--- config.mk ---
export PLATFORM = sky130hd
export DESIGN_NAME = ts_packetizer_top
export DESIGN_NICKNAME = d
export VERILOG_FILES = /design/src/sv/tsp_pkg.sv /design/src/sv/ts_packetizer_top.sv /design/src/sv/tsp_front.sv /design/src/sv/tsp_queue.sv /design/src/sv/tsp_back.sv
export SDC_FILE = /design/constraint.sdc
export NUM_CORES = 1
export LEC_CHECK = 0
export ABC_AREA = 1
export BUFFER_PORTS_ARGS = -buffer_cell sky130_fd_sc_hd__buf_2
export CELL_PAD_IN_SITES_DETAIL_PLACEMENT = 0
export CELL_PAD_IN_SITES_GLOBAL_PLACEMENT = 2
export CORE_MARGIN = 2
export CORE_UTILIZATION = 34
export DETAILED_ROUTE_END_ITERATION = 12
export HOLD_SLACK_MARGIN = 0.08
export PLACE_DENSITY_LB_ADDON = 0.15
export SYNTH_ARGS = -nofsm -noshare
export SYNTH_HDL_FRONTEND = slang
export SYNTH_SLANG_ARGS = --single-unit
--- constraint.sdc ---
create_clock -name clk_i -period 2.8 [get_ports clk_i]
set_input_delay 0.56 -clock clk_i [delete_from_list [all_inputs] [get_ports clk_i]]
set_output_delay 0.56 -clock clk_i [all_outputs]
set_load 0.03 [all_outputs]
--- src/sv/tsp_pkg.sv ---
`default_nettype none

package tsp_pkg;

  localparam int unsigned NUM_STREAMS_DEF = 4;
  localparam int unsigned NUM_PID_REGS    = 4;
  localparam int unsigned PID_W           = 13;
  localparam int unsigned PROG_W          = 16;

  localparam logic [PID_W-1:0] PID_RESET  = 13'h1fff;
  localparam logic [7:0]       SYNC_BYTE  = 8'h47;
  localparam logic [7:0]       STUFF_BYTE = 8'hff;
  localparam logic [7:0]       PKT_PAYLOAD = 8'd184;
  localparam logic [7:0]       UNIT_START_BIT = 8'h40;
  localparam logic [1:0]       CTRL_PAYLOAD   = 2'b01;
  localparam logic [1:0]       CTRL_ADAPT     = 2'b11;

  // job queue between front and back
  localparam int unsigned Q_DEPTH = 4;
  localparam int unsigned Q_PTR_W = 2;
  localparam int unsigned Q_CNT_W = 3;

  // register map, word index
  localparam logic [2:0] REG_PROGRAM = 3'd0;
  localparam logic [2:0] REG_PID0    = 3'd1;
  localparam logic [2:0] REG_PID1    = 3'd2;
  localparam logic [2:0] REG_PID2    = 3'd3;
  localparam logic [2:0] REG_PID3    = 3'd4;

  typedef logic [PID_W-1:0] pid_t;
  typedef pid_t [NUM_PID_REGS-1:0] pid_arr_t;

  typedef enum logic [1:0] {
    STAT_OK         = 2'd0,
    STAT_BAD_STREAM = 2'd1,
    STAT_NO_PROGRAM = 2'd2
  } status_e;

  typedef enum logic [1:0] {
    JOB_DATA   = 2'd0,
    JOB_ERROR  = 2'd1,
    JOB_HEADER = 2'd2
  } job_kind_e;

  typedef enum logic [2:0] {
    ST_SYNC  = 3'd0,
    ST_HB1   = 3'd1,
    ST_HB2   = 3'd2,
    ST_HB3   = 3'd3,
    ST_ALEN  = 3'd4,
    ST_AFLAG = 3'd5,
    ST_STUFF = 3'd6,
    ST_DATA  = 3'd7
  } step_e;

  typedef struct packed {
    job_kind_e  kind;
    status_e    status;
    logic [7:0] data;
    logic       last;   // packet end on the payload byte
    logic [7:0] hb1;
    logic [7:0] hb2;
    logic [7:0] hb3;
    logic [7:0] len;    // clamped payload length
  } job_t;

endpackage

`default_nettype wire

--- src/sv/ts_packetizer_top.sv ---
`default_nettype none

// Transport stream packetizer. One payload byte request is taken per cycle on the
// slave stream while the queue has room; the first byte of a packet carries the
// program, stream index, start flag and length, and opens a 188-byte packet with
// header and adaptation stuffing. The front stage classifies each request, updates
// the per-stream continuity counters and hands a job to a 4-entry queue. The back
// stage plays each job out at one result per cycle unless the output stalls: a
// continuation byte or a rejected request gives 1 result, a packet start gives 5 to
// 8 (sync, three header bytes, up to three adaptation results, first payload byte).
// The master stream therefore sets the sustained rate: one result per cycle, with
// the queue soaking up header overhead. Output results are registered. The 0xff
// stuffing run is a single result whose repeat count tells the sender how many
// copies to send. Registers sit on the APB port: program number at 0x00, stream
// PIDs 0..3 at 0x04..0x10; write them only while the block is idle.

module ts_packetizer_top #(
  parameter int unsigned NUM_STREAMS = tsp_pkg::NUM_STREAMS_DEF
) (
  input  wire logic        clk_i,
  input  wire logic        rst_ni,
  // slave stream
  input  wire logic        s_axis_tvalid,
  output logic             s_axis_tready,
  input  wire logic [31:0] s_axis_tdata,  // program_id[15:0], payload_len[23:16], data_byte[31:24]
  input  wire logic [3:0]  s_axis_tuser,  // stream_index[2:0], unit_start[3]
  // master stream
  output logic             m_axis_tvalid,
  input  wire logic        m_axis_tready,
  output logic [23:0]      m_axis_tdata,  // out_byte[7:0], repeat_count[15:8], item_done[16]
  output logic             m_axis_tlast,  // packet_end
  output logic [1:0]       m_axis_tuser,  // status[1:0]
  // APB
  input  wire logic        psel,
  input  wire logic        penable,
  input  wire logic        pwrite,
  input  wire logic [4:0]  paddr,
  input  wire logic [31:0] pwdata,
  output logic [31:0]      prdata,
  output logic             pready
);
  import tsp_pkg::*;

  logic [15:0] prog_q;
  pid_arr_t    pid_q;
  logic [2:0]  reg_idx;
  logic        wr_en;

  logic        q_full, push, job_valid, pop;
  job_t        push_job, head_job;
  logic [7:0]  out_byte, repeat_count;
  logic        item_done;

  assign pready  = 1'b1;
  assign reg_idx = paddr[4:2];
  assign wr_en   = psel && penable && pwrite && pready;

  always_ff @(posedge clk_i or negedge rst_ni) begin
    if (!rst_ni) begin
      prog_q <= '0;
      for (int i = 0; i < int'(NUM_PID_REGS); i++) begin
        pid_q[i] <= PID_RESET;
      end
    end else if (wr_en) begin
      unique case (reg_idx)
        REG_PROGRAM: prog_q   <= pwdata[15:0];
        REG_PID0:    pid_q[0] <= pwdata[PID_W-1:0];
        REG_PID1:    pid_q[1] <= pwdata[PID_W-1:0];
        REG_PID2:    pid_q[2] <= pwdata[PID_W-1:0];
        REG_PID3:    pid_q[3] <= pwdata[PID_W-1:0];
        default: ;
      endcase
    end
  end

  always_comb begin
    prdata = '0;
    unique case (reg_idx)
      REG_PROGRAM: prdata = {16'h0000, prog_q};
      REG_PID0:    prdata = {19'h0, pid_q[0]};
      REG_PID1:    prdata = {19'h0, pid_q[1]};
      REG_PID2:    prdata = {19'h0, pid_q[2]};
      REG_PID3:    prdata = {19'h0, pid_q[3]};
      default:     prdata = '0;
    endcase
  end

  tsp_front #(
    .NUM_STREAMS(NUM_STREAMS)
  ) u_front (
    .clk_i,
    .rst_ni,
    .req_valid_i      (s_axis_tvalid),
    .req_ready_o      (s_axis_tready),
    .program_id_i     (s_axis_tdata[15:0]),
    .stream_index_i   (s_axis_tuser[2:0]),
    .unit_start_i     (s_axis_tuser[3]),
    .payload_len_i    (s_axis_tdata[23:16]),
    .data_byte_i      (s_axis_tdata[31:24]),
    .program_number_i (prog_q),
    .pids_i           (pid_q),
    .q_full_i         (q_full),
    .push_o           (push),
    .job_o            (push_job)
  );

  tsp_queue u_queue (
    .clk_i,
    .rst_ni,
    .push_i     (push),
    .push_job_i (push_job),
    .full_o     (q_full),
    .pop_i      (pop),
    .valid_o    (job_valid),
    .job_o      (head_job)
  );

  tsp_back u_back (
    .clk_i,
    .rst_ni,
    .job_valid_i    (job_valid),
    .job_i          (head_job),
    .pop_o          (pop),
    .res_valid_o    (m_axis_tvalid),
    .res_ready_i    (m_axis_tready),
    .out_byte_o     (out_byte),
    .repeat_count_o (repeat_count),
    .packet_end_o   (m_axis_tlast),
    .item_done_o    (item_done),
    .status_o       (m_axis_tuser)
  );

  assign m_axis_tdata = {7'b0000000, item_done, repeat_count, out_byte};

endmodule

`default_nettype wire

--- src/sv/tsp_front.sv ---
`default_nettype none

module tsp_front #(
  parameter int unsigned NUM_STREAMS = tsp_pkg::NUM_STREAMS_DEF
) (
  input  wire logic                        clk_i,
  input  wire logic                        rst_ni,
  input  wire logic                        req_valid_i,
  output logic                             req_ready_o,
  input  wire logic [15:0]                 program_id_i,
  input  wire logic [2:0]                  stream_index_i,
  input  wire logic                        unit_start_i,
  input  wire logic [7:0]                  payload_len_i,
  input  wire logic [7:0]                  data_byte_i,
  input  wire logic [15:0]                 program_number_i,
  input  wire tsp_pkg::pid_arr_t           pids_i,
  input  wire logic                        q_full_i,
  output logic                             push_o,
  output tsp_pkg::job_t                    job_o
);
  import tsp_pkg::*;

  localparam int unsigned IdxW = (NUM_STREAMS > 1) ? $clog2(NUM_STREAMS) : 1;

  logic [7:0] remain_q, remain_d;
  logic [3:0] cc_q [NUM_STREAMS];
  logic       cc_we;
  logic [IdxW-1:0] sidx;
  logic [3:0] cc_cur;
  logic [7:0] len;
  pid_t       pid;
  logic [1:0] ctrl;
  logic       accept;

  assign req_ready_o = !q_full_i;
  assign accept      = req_valid_i && !q_full_i;
  assign push_o      = accept;
  assign sidx        = stream_index_i[IdxW-1:0];
  assign cc_cur      = cc_q[sidx];
  assign pid         = pids_i[stream_index_i[1:0]];

  always_comb begin
    len = payload_len_i;
    if (len == 8'd0) begin
      len = 8'd1;
    end else if (len > PKT_PAYLOAD) begin
      len = PKT_PAYLOAD;
    end
  end

  assign ctrl = (len < PKT_PAYLOAD) ? CTRL_ADAPT : CTRL_PAYLOAD;

  always_comb begin
    remain_d   = remain_q;
    cc_we      = 1'b0;
    job_o      = '0;
    job_o.kind = JOB_DATA;
    job_o.status = STAT_OK;
    job_o.data = data_byte_i;
    job_o.len  = len;
    job_o.hb1  = (unit_start_i ? UNIT_START_BIT : 8'h00) | {3'b000, pid[12:8]};
    job_o.hb2  = pid[7:0];
    job_o.hb3  = {2'b00, ctrl, cc_cur};
    if (remain_q != 8'd0) begin
      remain_d   = remain_q - 8'd1;
      job_o.last = (remain_q == 8'd1);
    end else if (int'(stream_index_i) >= int'(NUM_STREAMS)) begin
      job_o.kind   = JOB_ERROR;
      job_o.status = STAT_BAD_STREAM;
    end else if (program_id_i != program_number_i) begin
      job_o.kind   = JOB_ERROR;
      job_o.status = STAT_NO_PROGRAM;
    end else begin
      job_o.kind = JOB_HEADER;
      job_o.last = (len == 8'd1);
      remain_d   = len - 8'd1;
      cc_we      = 1'b1;
    end
  end

  always_ff @(posedge clk_i or negedge rst_ni) begin
    if (!rst_ni) begin
      remain_q <= '0;
      for (int i = 0; i < int'(NUM_STREAMS); i++) begin
        cc_q[i] <= '0;
      end
    end else if (accept) begin
      remain_q <= remain_d;
      if (cc_we) begin
        cc_q[sidx] <= cc_cur + 4'd1;
      end
    end
  end

endmodule

`default_nettype wire

--- src/sv/tsp_queue.sv ---
`default_nettype none

module tsp_queue (
  input  wire logic          clk_i,
  input  wire logic          rst_ni,
  input  wire logic          push_i,
  input  wire tsp_pkg::job_t push_job_i,
  output logic               full_o,
  input  wire logic          pop_i,
  output logic               valid_o,
  output tsp_pkg::job_t      job_o
);
  import tsp_pkg::*;

  job_t               mem_q [Q_DEPTH];
  logic [Q_PTR_W-1:0] wr_ptr_q, rd_ptr_q;
  logic [Q_CNT_W-1:0] cnt_q;
  logic               do_pop;

  assign full_o  = (cnt_q == Q_CNT_W'(Q_DEPTH));
  assign valid_o = (cnt_q != '0);
  assign job_o   = mem_q[rd_ptr_q];
  assign do_pop  = pop_i && valid_o;

  always_ff @(posedge clk_i) begin
    if (push_i) begin
      mem_q[wr_ptr_q] <= push_job_i;
    end
  end

  always_ff @(posedge clk_i or negedge rst_ni) begin
    if (!rst_ni) begin
      wr_ptr_q <= '0;
      rd_ptr_q <= '0;
      cnt_q    <= '0;
    end else begin
      if (push_i) begin
        wr_ptr_q <= wr_ptr_q + Q_PTR_W'(1);
      end
      if (do_pop) begin
        rd_ptr_q <= rd_ptr_q + Q_PTR_W'(1);
      end
      if (push_i && !do_pop) begin
        cnt_q <= cnt_q + Q_CNT_W'(1);
      end else if (!push_i && do_pop) begin
        cnt_q <= cnt_q - Q_CNT_W'(1);
      end
    end
  end

endmodule

`default_nettype wire

--- src/sv/tsp_back.sv ---
`default_nettype none

module tsp_back (
  input  wire logic          clk_i,
  input  wire logic          rst_ni,
  input  wire logic          job_valid_i,
  input  wire tsp_pkg::job_t job_i,
  output logic               pop_o,
  output logic               res_valid_o,
  input  wire logic          res_ready_i,
  output logic [7:0]         out_byte_o,
  output logic [7:0]         repeat_count_o,
  output logic               packet_end_o,
  output logic               item_done_o,
  output logic [1:0]         status_o
);
  import tsp_pkg::*;

  step_e      step_q, step_d;
  logic       adv;
  logic       final_res;
  logic [7:0] byte_d, rep_d;
  logic       end_d;

  logic       vld_q;
  logic [7:0] byte_q, rep_q;
  logic       end_q, done_q;
  status_e    stat_q;

  assign adv = job_valid_i && (!vld_q || res_ready_i);

  always_comb begin
    step_d    = step_q;
    final_res = 1'b1;
    byte_d    = job_i.data;
    rep_d     = 8'd1;
    end_d     = 1'b0;
    unique case (job_i.kind)
      JOB_DATA: begin
        end_d = job_i.last;
      end
      JOB_ERROR: begin
        byte_d = 8'h00;
      end
      JOB_HEADER: begin
        final_res = 1'b0;
        unique case (step_q)
          ST_SYNC: begin
            byte_d = SYNC_BYTE;
            step_d = ST_HB1;
          end
          ST_HB1: begin
            byte_d = job_i.hb1;
            step_d = ST_HB2;
          end
          ST_HB2: begin
            byte_d = job_i.hb2;
            step_d = ST_HB3;
          end
          ST_HB3: begin
            byte_d = job_i.hb3;
            step_d = (job_i.len < PKT_PAYLOAD) ? ST_ALEN : ST_DATA;
          end
          ST_ALEN: begin
            byte_d = 8'd183 - job_i.len;
            step_d = (job_i.len <= 8'd182) ? ST_AFLAG : ST_DATA;
          end
          ST_AFLAG: begin
            byte_d = 8'h00;
            step_d = (job_i.len <= 8'd181) ? ST_STUFF : ST_DATA;
          end
          ST_STUFF: begin
            byte_d = STUFF_BYTE;
            rep_d  = 8'd182 - job_i.len;
            step_d = ST_DATA;
          end
          ST_DATA: begin
            end_d     = job_i.last;
            final_res = 1'b1;
            step_d    = ST_SYNC;
          end
          default: begin
            step_d = ST_SYNC;
          end
        endcase
      end
      default: begin
        byte_d = 8'h00;
      end
    endcase
  end

  assign pop_o = adv && final_res;

  always_ff @(posedge clk_i or negedge rst_ni) begin
    if (!rst_ni) begin
      step_q <= ST_SYNC;
      vld_q  <= 1'b0;
    end else begin
      if (adv) begin
        step_q <= step_d;
        vld_q  <= 1'b1;
      end else if (res_ready_i) begin
        vld_q  <= 1'b0;
      end
    end
  end

  always_ff @(posedge clk_i) begin
    if (adv) begin
      byte_q <= byte_d;
      rep_q  <= rep_d;
      end_q  <= end_d;
      done_q <= final_res;
      stat_q <= job_i.status;
    end
  end

  assign res_valid_o    = vld_q;
  assign out_byte_o     = byte_q;
  assign repeat_count_o = rep_q;
  assign packet_end_o   = end_q;
  assign item_done_o    = done_q;
  assign status_o       = stat_q;

endmodule

`default_nettype wire

; After elaboration in Yosys (flattened, before gate mapping)
; Memory sizes are Yosys's and may differ from the RTL's.
; Cells that the tools add are included.
[op_classes]
addsub = 9
magnitude_cmp = 9
n_eq_ne = 18
mux = 42
n_bitwise = 2
n_reduce_logical = 31
[ops]
columns = cell, n
row1 = $pmux W16 S5, 1
row2 = $pmux W8 S7, 1
row3 = $mux W8, 5
row4 = $bmux W13 S2, 1
row5 = $pmux W3 S8, 1
row6 = $mux W4, 5
row7 = $eq A3 B3 Y1 const B, 6
row8 = $bwmux W16, 1
row9 = $eq A8 B1 Y1 const B, 2
row10 = $le A8 B8 Y1 const B, 2
row11 = $lt A8 B8 Y1 const B, 2
row12 = $ne A16 B16 Y1, 1
row13 = $pmux W8 S2, 1
row14 = $reduce_and A2 Y1, 8
row15 = $sub A8 B1 Y8 const B, 2
row16 = $sub A8 B8 Y8 const A, 2
row17 = $mux W1, 14
row18 = $mux W13, 1
row19 = $eq A3 B2 Y1 const B, 4
row20 = $mux W2, 5
row21 = $logic_and A1 B1 Y1, 9
row22 = $bmux W4 S2, 1
row23 = $demux W4 S2, 1
row24 = $gt A8 B8 Y1 const B, 1
row25 = other kinds (24), 34
[totals]
reg_bits = 123
ramBits = 172
input_bits = 80
output_inout_bits = 62
word_cells = 132
n_memories = 1
[memory_table]
columns = name, words, width, rd, rd_ports_with_merged_regs, write_ports, line_no
row1 = u_queue.mem_q, 4, 43, 1, 0, 1, tsp_queue.sv:15  ; job_t mem_q [Q_DEPTH];

; Logic depth before layout (Yosys ltp)
[depth]
word_depth = 8
depth_mapped = 17
ltp_nobuf = 15

; Cells and area by module
; Synthesis repeated with hierarchy kept, for this count alone.
[hier_totals]
cells_unflattened = 1604
area_unflattened_um2 = 15267.1
[modules_own_cells]
columns = mod, instances, cells_per_inst, area_each_um2, seq_area_each_um2
row1 = tsp_queue, 1, 579, 7551.0, 5580.4
row2 = ts_packetizer_top, 1, 435, 3613.5, 1766.7
row3 = tsp_front, 1, 355, 2353.5, 600.6
row4 = tsp_back, 1, 235, 1749.2, 700.7

; Worst setup path after synthesis
; No wires, ideal clock.
[synth_path]
path_type = register to register
startpoint = register u_queue.cnt_q[0]
endpoint = memory u_queue.mem_q[0][0] in the netlist's numbering, enable pin
setup_ps = 438
arrival_time_ps = 2612
required_time_ps = 2362
slack_ps = -250
stages_incl_launch_ff = 5
path_buffers = 0
synth_period_minus_slack_ps = 3050
cell_sequence = dfrtp_1 > nor2_1 > nand2_1 > nand2_1 > nor2_1
[synth_via]
elab_chain_cells = 5
[synth_lines]
columns = item, line_no
row1 = "start, declared", tsp_queue.sv:17  ; logic [Q_CNT_W-1:0] cnt_q;
row2 = "start signal, assigned", tsp_queue.sv:44  ; cnt_q <= cnt_q + Q_CNT_W'(1);
row3 = "start signal, assigned", tsp_queue.sv:46  ; cnt_q <= cnt_q - Q_CNT_W'(1);
row4 = $eq A3 B3 Y1, tsp_queue.sv:20  ; assign full_o = (cnt_q == Q_CNT_W'(Q_DEPTH));
row5 = $logic_not A1 Y1, n/a
row6 = net s_axis_tready, ts_packetizer_top.sv:24  ; output logic s_axis_tready,
row7 = $logic_and A1 B1 Y1, tsp_front.sv:36  ; assign accept = req_valid_i && !q_full_i;
row8 = $mux W1, tsp_queue.sv:26  ; if (push_i) begin
row9 = $mux W1 (implied by the code), tsp_queue.sv:27  ; mem_q[wr_ptr_q] <= push_job_i;
row10 = "end, declared", tsp_queue.sv:15
; The timed path passes the listed nets, and every way through them passes these cells.

; Worst setup path after layout
[layout_path]
startpoint = register u_queue.rd_ptr_q[0]
endpoint = register u_queue.cnt_q[2]
[layout_via]
elab_chain_cells = 8
elab_cells_between_ends = 10
classes_between = eq/ne (1) / mux (2) / reduce/logical (6) / memory (1)
[layout_lines]
columns = item, line_no
row1 = "start, declared", tsp_queue.sv:16  ; logic [Q_PTR_W-1:0] wr_ptr_q, rd_ptr_q;
row2 = "start signal, assigned", tsp_queue.sv:41  ; rd_ptr_q <= rd_ptr_q + Q_PTR_W'(1);
row3 = $mem_v2 Z4 W43 (*), n/a
row4 = $eq A2 B2 Y1 (*), tsp_back.sv:38  ; unique case (job_i.kind)
row5 = $mux W1 (*), tsp_back.sv:38
row6 = net u_back.final_res, tsp_back.sv:21  ; logic final_res;
row7 = $logic_and A1 B1 Y1 (*), tsp_back.sv:93  ; assign pop_o = adv && final_res;
row8 = $logic_and A1 B1 Y1 (*), tsp_queue.sv:23  ; assign do_pop = pop_i && valid_o;
row9 = $logic_not A1 Y1, tsp_queue.sv:43  ; if (push_i && !do_pop) begin
row10 = $logic_and A1 B1 Y1, tsp_queue.sv:43
row11 = $mux W3 or $reduce_bool A2 Y1 (tied branches), n/a
; The timed path passes the listed nets; every way through them passes the cells marked *.
; A chain may end at the register's enable or synchronous reset.

==> impl_metrics.yaml <==
min_path:
  hold_path.class: "in2reg"
critical_path:
  setup.worst_path.class: "reg2reg"
  crit_path_end_kind: "flip-flop"
  critical_path_arrival_ns: 2.98
  startpoint_type: "flip-flop"
  crit_path_max_fanout: 11
  worst-endpoint-required_ns: 3.19
drt:
  vias: 9672
  antenna_left: 0
  detail_route.wl_per_cell_um: 16.75
  drc: 0
  first_pass_iters: 5
  vias_per_cell: 4.700
  drt_iter0_markers: 584
  wl_mm: 34.47
global_routing:
  total_track_usage_pct: 17.13
  grt_start_max_net_pins: 41
  antenna_found_initial: 0
  grt-ovfl-total: 0
  via_count_of_the_first_global_routing_pass: 9804
  grt_first_pass_wirelength_mm: 55.00
floorplanning:
  die-width_um: 202.5
  die_area_um2: 41020
  top_ports: 142
  die_h_um: 202.5
  core_region_um2: 38740
  rows: 72
  floorplan.initialDensity_pct: 34.60
cells_and_area:
  antenna_cells: 0
  multiInputGateArea_um2: 4448
  finalNonFillerCells: 2058
  design_area_um2: 15820
  fillers: 3901
  most_common_cell_after_layout_fill_and_taps_aside: "sky130_fd_sc_hd__nand2_1"
  syn_to_final_growth_pct: 18.07
  regArea_um2: 8049
  final_net_count: 1611
  layout-drive-gt1-share_pct: 19.35
  most_used_cells_in_the_layout_excluding_fill_and_tap_cells: "350 x sky130_fd_sc_hd__nand2_1, 180 x sky130_fd_sc_hd__edfxtp_1, 135 x sky130_fd_sc_hd__o21ai_0"
  post-route-util_pct: 40.85
synth:
  syn-cell-area_um2: 13400
  ys_seq_elements: 283
  number_of_warnings_reported_in_the_yosys_synthesis_log: 0
  post_synth_num_cell_types: 46
  synth_largest_type_area_fraction_pct: 40.33
  syn_avg_cell_area_um2: 9.648
  ys_seq_area_share_pct: 60.05
  synth_top_flop_cell: "sky130_fd_sc_hd__edfxtp_1"
  synthesis.instances: 1389
  synth_edf_count: 180
  synth_async_sr_flop_share_pct: 36.40
  synth.largest_area_cell: "sky130_fd_sc_hd__edfxtp_1"
  yosys-top-cells-area: "sky130_fd_sc_hd__edfxtp_1 40%, sky130_fd_sc_hd__dfstp_2 10%, sky130_fd_sc_hd__nand2_1 9.8%"
power:
  power_switching_share_pct: 36.39
  leakage_nw: 6.667
  power.share.sequential_pct: 37.5
  max_vdd_drop_mv: 0.4387
  power.combinational.fraction_pct: 33.2
  cell_internal_pwr_w: 0.01028
  power.density_nw_per_um2: 1021
  power.clock.fraction_pct: 29.3
  p_switching_w: 0.005881
timing:
  rsz0062_at_grt: "no"
  timing.final.hold_violations: 0
  fin_hold_ws_ns: 0.2616
  slew-limit-headroom_pct: 59.39
  finalWorstPathRequiredPeriod_ns: 2.597
  achievable-frequency_ghz: 0.3851
  clock_skew_ns: 0.01198
  finalMaxSlewViolations: 0
  timing_worst_slew_pin_value_ns: 0.6068
  fin_setup_tns_ns: 0
  period_share_pct: 92.75
  timing.final.setup_violations: 0
cts:
  clock_sink_count: 283
  post_cts_resize_count: 0
  cts_buffer_depth: 3
  cts_inserted_buffers: 35
  htreeDepth: 2
  clk-insertion-delay-late_ns: 0.51
  clk_root_buffer_cell: "sky130_fd_sc_hd__clkbuf_16"
  cts_tree: "done"
  clkTransAtPathRegs_ns: 0.06
run:
  drv_cap: 0
placed_design:
  placedCellCount: 1994
  final_hpwl_dp_mm: 23.77
  final_weighted_congestion_in_routability_driven_placement: 0.7957
  place_area_um2: 14590
  portBuffers: 99
outcome:
  outcome: "finished, final reports clean"
cells in the mapped netlist, types with 3 or more instances:
library cell / count
sky130_fd_sc_hd__buf_1: 3
sky130_fd_sc_hd__o21ai_0: 135
sky130_fd_sc_hd__nor2_1: 116
sky130_fd_sc_hd__nand2_1: 350
sky130_fd_sc_hd__nand3b_1: 4
sky130_fd_sc_hd__nand3_1: 56
sky130_fd_sc_hd__nor2_2: 4
sky130_fd_sc_hd__dfrtp_1: 51
sky130_fd_sc_hd__ha_1: 16
sky130_fd_sc_hd__buf_6: 5
sky130_fd_sc_hd__a221oi_1: 9
sky130_fd_sc_hd__inv_2: 12
sky130_fd_sc_hd__xor2_1: 9
sky130_fd_sc_hd__o221ai_1: 9
sky130_fd_sc_hd__a21oi_1: 30
sky130_fd_sc_hd__nor3_1: 3
sky130_fd_sc_hd__dfstp_2: 52
sky130_fd_sc_hd__nor3_2: 3
sky130_fd_sc_hd__edfxtp_1: 180
sky130_fd_sc_hd__buf_2: 22
sky130_fd_sc_hd__clkbuf_1: 24
sky130_fd_sc_hd__nand2_2: 12
sky130_fd_sc_hd__nor2_4: 3
sky130_fd_sc_hd__a22oi_1: 20
sky130_fd_sc_hd__o22ai_1: 25
sky130_fd_sc_hd__o21ai_1: 13
sky130_fd_sc_hd__buf_4: 29
sky130_fd_sc_hd__nand4_1: 39
sky130_fd_sc_hd__o211ai_1: 5
sky130_fd_sc_hd__inv_1: 130
state kept, by name, summed over array words and instances, names as in the netlist, 2 cells and up:
| signal | cells |
|---|---|
| u_queue.mem_q | 160 |
| u_back.out_byte_o | 8 |
| u_back.step_q | 3 |
| prog_q | 16 |
| u_front.remain_q | 8 |
| pid_q | 52 |
| u_queue.rd_ptr_q | 2 |
| u_back.repeat_count_o | 8 |
| u_front.cc_q | 16 |
| u_queue.cnt_q | 3 |
| u_queue.wr_ptr_q | 2 |
| u_back.status_o | 2 |
area by class of cell:
| class | count | area share, % |
|---|---|---|
| flip-flops and latches | 283 | 50.87 |
| multi-input cells | 903 | 28.11 |
| clock buffers | 46 | 6.318 |
| repair buffers | 149 | 5.851 |
| well taps | 518 | 4.096 |
| inverters | 142 | 3.368 |
| clock inverters | 17 | 1.392 |
layer usage:
| metal | track usage, % | routed length (um) | vias up |
|---|---|---|---|
| met5 | 0 | 0 | - |
| met4 | 3.858 | 544 | 0 |
| met3 | 2.616 | 1239 | 40 |
| met2 | 29.22 | 16730 | 165 |
| met1 | 23.04 | 15960 | 4548 |
| li1 | - | - | 4919 |
logic make-up (layout without fill, tap and decap cells):
logic type      Yosys count  after routing  share of synthesized area, %
simple gates            596            596                         18.94
flops                   283            283                         60.05
fa+ha+maj                17             17                         1.643
compound gates          255            255                         10.97
buf+inv                 225            354                         7.600
mux                       1              1                       0.08402
xor+xnor                 10             10                        0.6536
other cells               2             24                       0.05604
critical path: stages, from the launching register on:
cell                      delay (ns)
sky130_fd_sc_hd__dfrtp_2        0.48
sky130_fd_sc_hd__inv_2          0.18
sky130_fd_sc_hd__nand2_1        0.07
sky130_fd_sc_hd__nand3_1        0.08
sky130_fd_sc_hd__nand2_2        0.11
sky130_fd_sc_hd__inv_2          0.08
sky130_fd_sc_hd__nand2_2        0.08
sky130_fd_sc_hd__nor2_2         0.20
sky130_fd_sc_hd__inv_2          0.08
sky130_fd_sc_hd__nand2_2        0.12
sky130_fd_sc_hd__ha_1           0.16
sky130_fd_sc_hd__inv_1          0.06
sky130_fd_sc_hd__fa_1           0.37
sky130_fd_sc_hd__a21oi_1        0.14
sky130_fd_sc_hd__o21ai_0        0.11
sky130_fd_sc_hd__xor2_1         0.15
worst paths after layout:
kind	start	end	slack, ns	depth (start not counted)
hold reg to reg	u_front.cc_q[14]	u_front.cc_q[14]	0.48	2
setup / recovery	u_queue.rd_ptr_q[0]	u_queue.cnt_q[2]	0.20	15
max in group asynchronous	rst_ni	pid_q[42]	1.52	3
setup reg to reg	u_queue.rd_ptr_q[0]	u_queue.cnt_q[2]	0.20	15
min in group asynchronous	rst_ni	u_front.cc_q[13]	0.54	2
hold / removal	s_axis_tdata[27]	u_queue.mem_q[0][34]	0.26	1
repair_timing:
item	in CTS	in global routing
hold buffers	1	0
setup endpoints to repair	0	0
buffers inserted	0	0
hold endpoints to repair	26	0
stage by stage:
step / power (W) / worst slack [ns]
after global placement: 0.01159 / 0.1567
after detailed placement: 0.01161 / 0.1972
final: 0.01616 / 0.2031
after global routing: 0.01727 / 0.02418
after floorplan: 0.009866 / -0.2500
after CTS: 0.01643 / 0.1861
power groups by stage:
stage	logic, W	registers (W)	clock network (W)
after floorplan	0.00357	0.00630	0
after global placement	0.00546	0.00612	0
after detailed placement	0.00548	0.00613	0
after CTS	0.00551	0.00606	0.00486
after global routing	0.00607	0.00617	0.00504
final	0.00537	0.00606	0.00473
(Power assumes the default switching activity.)
